## src/sv/set_assoc_lru_cache_sim_assert.svh

```systemverilog
// assertion macros for the cache tag store block
// expects clk and rst_n in the scope of each use
`ifndef SET_ASSOC_LRU_CACHE_SIM_ASSERT_SVH
`define SET_ASSOC_LRU_CACHE_SIM_ASSERT_SVH

// same-cycle implication
`define SACL_ASSERT_IMPL(lbl, ante, cons) \
  lbl: assert property (@(posedge clk) disable iff (!rst_n) (ante) |-> (cons)) \
    else $error("set_assoc_lru_cache_sim: assertion failed");

// next-cycle implication
`define SACL_ASSERT_NEXT(lbl, ante, cons) \
  lbl: assert property (@(posedge clk) disable iff (!rst_n) (ante) |=> (cons)) \
    else $error("set_assoc_lru_cache_sim: assertion failed");

`endif

```

## src/sv/sacl_pkg.sv

```systemverilog
// shared types and constants of the set-associative cache tag store
// no dependencies
package sacl_pkg;

  localparam int MAX_SET_BITS_DEF = 6;
  localparam int MAX_WAYS_DEF     = 8;
  localparam int ADDR_BITS        = 64;
  localparam logic [63:0] ADDR_MASK = ~64'd0 >> (64 - ADDR_BITS);

  localparam int CNT_W      = 32;
  localparam int CFG_IDX_W  = 2;
  localparam int CFG_DATA_W = 6;

  localparam logic [1:0] OP_FETCH  = 2'd0;
  localparam logic [1:0] OP_LOAD   = 2'd1;
  localparam logic [1:0] OP_STORE  = 2'd2;
  localparam logic [1:0] OP_MODIFY = 2'd3;

  localparam logic [CFG_IDX_W-1:0] CFG_SET_BITS   = 2'd0;
  localparam logic [CFG_IDX_W-1:0] CFG_WAYS       = 2'd1;
  localparam logic [CFG_IDX_W-1:0] CFG_BLOCK_BITS = 2'd2;

  localparam logic [2:0] SET_BITS_RST   = 3'd4;
  localparam logic [3:0] WAYS_RST       = 4'd1;
  localparam logic [5:0] BLOCK_BITS_RST = 6'd4;

  typedef struct packed {
    logic [1:0]  operation;
    logic [63:0] address;
  } in_t;

  typedef struct packed {
    logic             was_hit;
    logic             was_miss;
    logic             was_evict;
    logic             last_of_item;
    logic [CNT_W-1:0] hit_total;
    logic [CNT_W-1:0] miss_total;
    logic [CNT_W-1:0] evict_total;
  } out_t;

endpackage

```

## src/sv/sacl_touch.sv

```systemverilog
// lru rank update of one set row: brings one way to the front
// depends on sacl_pkg
module sacl_touch
  import sacl_pkg::*;
#(
  parameter int MAX_WAYS = MAX_WAYS_DEF
) (
  input  logic [MAX_WAYS-1:0]                                    row_valid,
  input  logic [MAX_WAYS-1:0][((MAX_WAYS > 1) ? $clog2(MAX_WAYS) : 1)-1:0] row_rank,
  input  logic [$clog2(MAX_WAYS+1)-1:0]                          nw,
  input  logic [((MAX_WAYS > 1) ? $clog2(MAX_WAYS) : 1)-1:0]     pos,
  input  logic                                                   use_all,
  output logic [MAX_WAYS-1:0]                                    new_valid,
  output logic [MAX_WAYS-1:0][((MAX_WAYS > 1) ? $clog2(MAX_WAYS) : 1)-1:0] new_rank
);

  localparam int WAY_W  = (MAX_WAYS > 1) ? $clog2(MAX_WAYS) : 1;
  localparam int NW_W   = $clog2(MAX_WAYS + 1);
  localparam logic [WAY_W-1:0] RANK_MAX = WAY_W'(MAX_WAYS - 1);

  always_comb begin
    logic [WAY_W-1:0] limit;
    logic             bump;
    limit = row_rank[pos];
    bump  = 1'b0;
    for (int w = 0; w < MAX_WAYS; w++) begin
      bump = (NW_W'(w) < nw) && (WAY_W'(w) != pos) && row_valid[w] &&
             (use_all || (row_rank[w] < limit)) && (row_rank[w] < RANK_MAX);
      new_rank[w] = bump ? row_rank[w] + WAY_W'(1) : row_rank[w];
    end
    new_rank[pos] = '0;
    new_valid      = row_valid;
    new_valid[pos] = 1'b1;
  end

endmodule
```

## config.mk

```make
export PLATFORM = sky130hd
export DESIGN_NAME = sacl_touch
export DESIGN_NICKNAME = d
export VERILOG_FILES = /design/src/sv/set_assoc_lru_cache_sim_assert.svh /design/src/sv/sacl_pkg.sv /design/src/sv/sacl_touch.sv
export SDC_FILE = /design/constraint.sdc
export NUM_CORES = 1
export LEC_CHECK = 0
export BUFFER_PORTS_ARGS = -buffer_cell sky130_fd_sc_hd__buf_4
export CORE_MARGIN = 1.5
export CORE_UTILIZATION = 50
export DETAILED_ROUTE_END_ITERATION = 8
export PLACE_DENSITY = 0.85
export SYNTH_ARGS = -nofsm -noshare
export SYNTH_HDL_FRONTEND = slang
export SYNTH_SLANG_ARGS = --single-unit
```

## constraint.sdc

```tcl
create_clock -name vclk -period 9.62
set_clock_uncertainty 0.2 [all_clocks]
set_input_delay 2.886 -clock vclk [all_inputs]
set_output_delay 2.886 -clock vclk [all_outputs]
set_load 0.005 [all_outputs]
```

# Word-level counts from Yosys, hierarchy flattened
# Cells that the tools add are included.
[op_classes]
n_lt_le_gt_ge = 26
n_mux = 14
addsub = 8
div_mod_pow = 0
shifts = 0
bitwise_logic = 3
n_reduce_logical = 42
n_mul = 0
eq_ne = 7
[ops]
columns = ["cell", "n"]
rows = [
  ["1-bit logical AND", 33],
  ["3-bit two-way mux", 10],
  ["3-bit by 1-bit adder with 3-bit output (second input constant)", 8],
  ["24-bit AND", 1],
  ["3-bit less-than comparator", 8],
  ["3-bit less-than comparator (second input constant)", 8],
  ["24-bit inverter", 1],
  ["3-bit by 4-bit less-than comparator with 1-bit output (first input constant)", 4],
  ["3-bit != test (first input constant)", 4],
  ["3-bit binary-select mux with 3-bit select", 1],
  ["3-bit demux with 3-bit select", 1],
  ["1-bit logical OR", 8],
  ["1-bit by 4-bit less-than comparator with 1-bit output (first input constant)", 2],
  ["2-bit by 4-bit less-than comparator with 1-bit output (first input constant)", 2],
  ["8-bit bitwise OR", 1],
  ["2-bit by 3-bit != test with 1-bit output (first input constant)", 2],
  ["3-bit by 4-bit less-than comparator with 1-bit output (second input constant)", 1],
  ["1-bit demux with 3-bit select", 1],
  ["3-bit by 1-bit >= comparator with 1-bit output (second input constant)", 1],
  ["1-bit by 3-bit != test with 1-bit output (first input constant)", 1],
  ["3-bit nonzero test", 1],
  ["1-bit two-way mux", 1],
]
[totals]
mem_bits_rw = 0
reg_bits = 0
inputBits = 40
mem_bits_ro = 0
mem_count = 0
out_inout_bits = 32
latch_bits = 0

# Logic depth before layout (Yosys ltp)
[logic_depth]
ltp_word = 8
depth_mapped = 10
ltp_nobuf = 8

# Least setup slack after synthesis
# Ideal clock, no wire load.
[synth_timing]
path_type = "input port to output port"
startpoint = "input port pos[0] (netlist bit)"
endpoint = "output port new_rank[23] (netlist bit)"
t_arrival_ps = 5700
path_slack_ps = 834
t_required_ps = 6534
path_buffers = 2
path_stages = 10
path_cell_list = "buf_2 -> buf_2 -> mux4_2 -> mux2i_1 -> ha_1 -> a211oi_1 -> nand4b_1 -> or4_1 -> a21boi_1 -> mux2i_1"
[synth_lines]
columns = ["element", "line_no", "rtl"]
rows = [
  ["start, declared", "sacl_touch.sv:11", "input logic [((MAX_WAYS > 1) ? $clog2(MAX_WAYS) : 1)-1:0] pos,"],
  ["end, declared", "sacl_touch.sv:14", "output logic [MAX_WAYS-1:0][((MAX_WAYS > 1) ? $clog2(MAX_WAYS) : 1)-1:0] new_rank"],
]

==> metrics.yaml <==
run:
  max-cap-violations: 0
route:
  first_pass_iters: 4
  drc: 0
  wire_per_inst_um: 14.9
  viasPerCell: 6.34
  routed_wl_um: 4620
  drtIter0Drc: 100
  vias: 1972
  antenna_left: 0
setup_path:
  required_ns: 6.53
  critPathKind: "input pin to output port"
  cp_max_fo: 17
  endpoint_kind: "output port"
  critical_path_arrival_ns: 5.96
  cp-start-kind: "input pin"
global_routing:
  grt_overflow_total: 0
  grt_pass1_wl_um: 7980
  grt_max_degree: 18
  gr-usage-all-layers: 0.281
  antenna_found_initial: 0
  grt_pass1_vias: 1835
yosys:
  yosys-top-cells-area: "ha_1, mux2i_1, mux4_2"
  synth_warnings: 0
  synth_nets: 275
  synth.top_cell.area_share: 0.192
  yosysUniqueCellTypes: 54
  synth_area_um2: 1560
  avgSynthCellArea_um2: 7.40
  seq_area_frac_synth: 0
  synth_top_area_cell: "ha_1"
  syn_inst: 211
outcome:
  status: "finished clean"
finish:
  final_layout_size_suffix_gt1_frac: 0.306
  diodes: 0
  post-route-util: 0.706
  nets: 344
  final_common_cell: "buf_4"
  clock_buffer_count: 0
  design.seq.count: 0
  final-seq-area_um2: 0
  area_growth_pct: 35.8
  multi_input_area_um2: 1490
  fillers: 280
  layout.cells.most_common_list: "buf_4, ha_1, nand2_1"
die:
  dieArea_um2: 3470
  ios: 72
  die_y_um: 58.9
  num_rows: 20
  initial_core_util: 0.520
  core_region_area_um2: 3000
  die_width_um: 58.9
hold_path:
  hp-class: "input pin to output port"
  hold_start: "row_valid[4]"
  min_delay_path_depth: 3
  min_to: "new_valid[4]"
clock_network:
  postCtsSetupBuffers: 0
  cts_resized: 0
  cts_hold_buf: 0
placement:
  routabilityCongestion: 0.844
  io_buffers: 72
  dp_hpwl_um: 3750
sta:
  slew_headroom: 0.442
  rsz0062_at_grt: "false"
  setup_viol_count_final: 0
  tightest_slew_ns: 0.835
  finalWorstPathRequiredPeriod_ns: 9.05
  period_share: 0.941
  finalHoldViolCount: 0
  slew_violations: 0
  fmax_ghz: 0.111
  fin_setup_tns_ns: 0
pwr:
  peakVddDrop_uv: 28.8
  cellPowerDensity_nw_per_um2: 58.1
  cellLeakagePower_nw: 1.02
power by group:
| part | internal, mW | leakage (nW) | switching, mW |
|---|---|---|---|
| clock network | 0 | 0 | 0 |
| logic | 0.0632 | 1.02 | 0.0600 |
| registers | 0 | 0 | 0 |
| total | 0.0632 | 1.02 | 0.0600 |
critical path: stages:
cell      delay (ns)
buf_4           0.19
mux4_2          0.51
mux2i_1         0.59
ha_1            0.38
a211oi_1        0.29
nand4_1         0.11
or4_1           0.46
a21boi_1        0.20
mux2i_1         0.20
buf_4           0.13
worst max path at each step:
| stage | startpoint | cells past startpoint | slack, ns | to |
|---|---|---|---|---|
| 5_1_grt | pos[0] | 10 | 0.36 | new_rank[23] |
| 2_1_floorplan | pos[0] | 10 | 0.83 | new_rank[23] |
| 3_3_place_gp | pos[0] | 10 | 0.67 | new_rank[11] |
| 6_report | pos[0] | 10 | 0.57 | new_rank[11] |
| 3_5_place_dp | pos[0] | 10 | 0.61 | new_rank[23] |
| 4_1_cts | pos[0] | 10 | 0.60 | new_rank[11] |
cell usage after synthesis (all sizes together) (2+ instances only):
cell / number
a21boi: 3
o21a: 6
inv: 10
nor2: 10
a21o: 3
nor4b: 2
nand2: 21
mux4: 4
nand4b: 2
and4: 2
nand4: 5
nor2b: 2
nand3: 10
nor3: 4
or3b: 2
or2: 3
a2111oi: 2
mux2: 2
a21oi: 7
mux2i: 14
ha: 24
nor4: 3
o31ai: 5
nand2b: 10
a211oi: 5
and3: 3
or4: 4
a311oi: 2
nand3b: 2
o41ai: 2
buf: 5
or3: 2
a211o: 3
o21ai: 12
stage by stage:
stage                     instances  instance area [um2]  worst slack (ns)  hold slack (ns)  power, mW
after floorplan                 211                 1560             0.834             5.63     0.0683
after detailed placement        311                 2120             0.609             5.84      0.122
after global placement          311                 2120             0.671             5.84      0.119
after global routing            311                 2120             0.357             5.85      0.139
final                           311                 2120             0.572             5.83      0.123
after CTS                       311                 2120             0.601             5.84      0.122
metal layers:
metal,up-vias,track usage,share of wire
li1,980,-,-
met3,4,0.00440,0.062
met2,77,0.471,0.48
met4,0,0.0487,0.0058
met5,-,0,0
met1,911,0.410,0.45
cell families (layout without fill, tap and decap cells):
family | count (synthesis) | after routing | synth area share
AOI/OAI and AO/OA | 62 | 62 | 0.282
and+or+nand+nor | 89 | 89 | 0.321
buffers and inverters | 16 | 83 | 0.0433
muxes | 20 | 20 | 0.162
adders and majority gates | 24 | 24 | 0.192
layout make-up:
type,instances,area share
tap,33,0.0195
inverter,10,0.0177
timing repair buffer,73,0.258
multi-input combinational,195,0.704
Note: power is estimated with default switching activity, not from simulation.
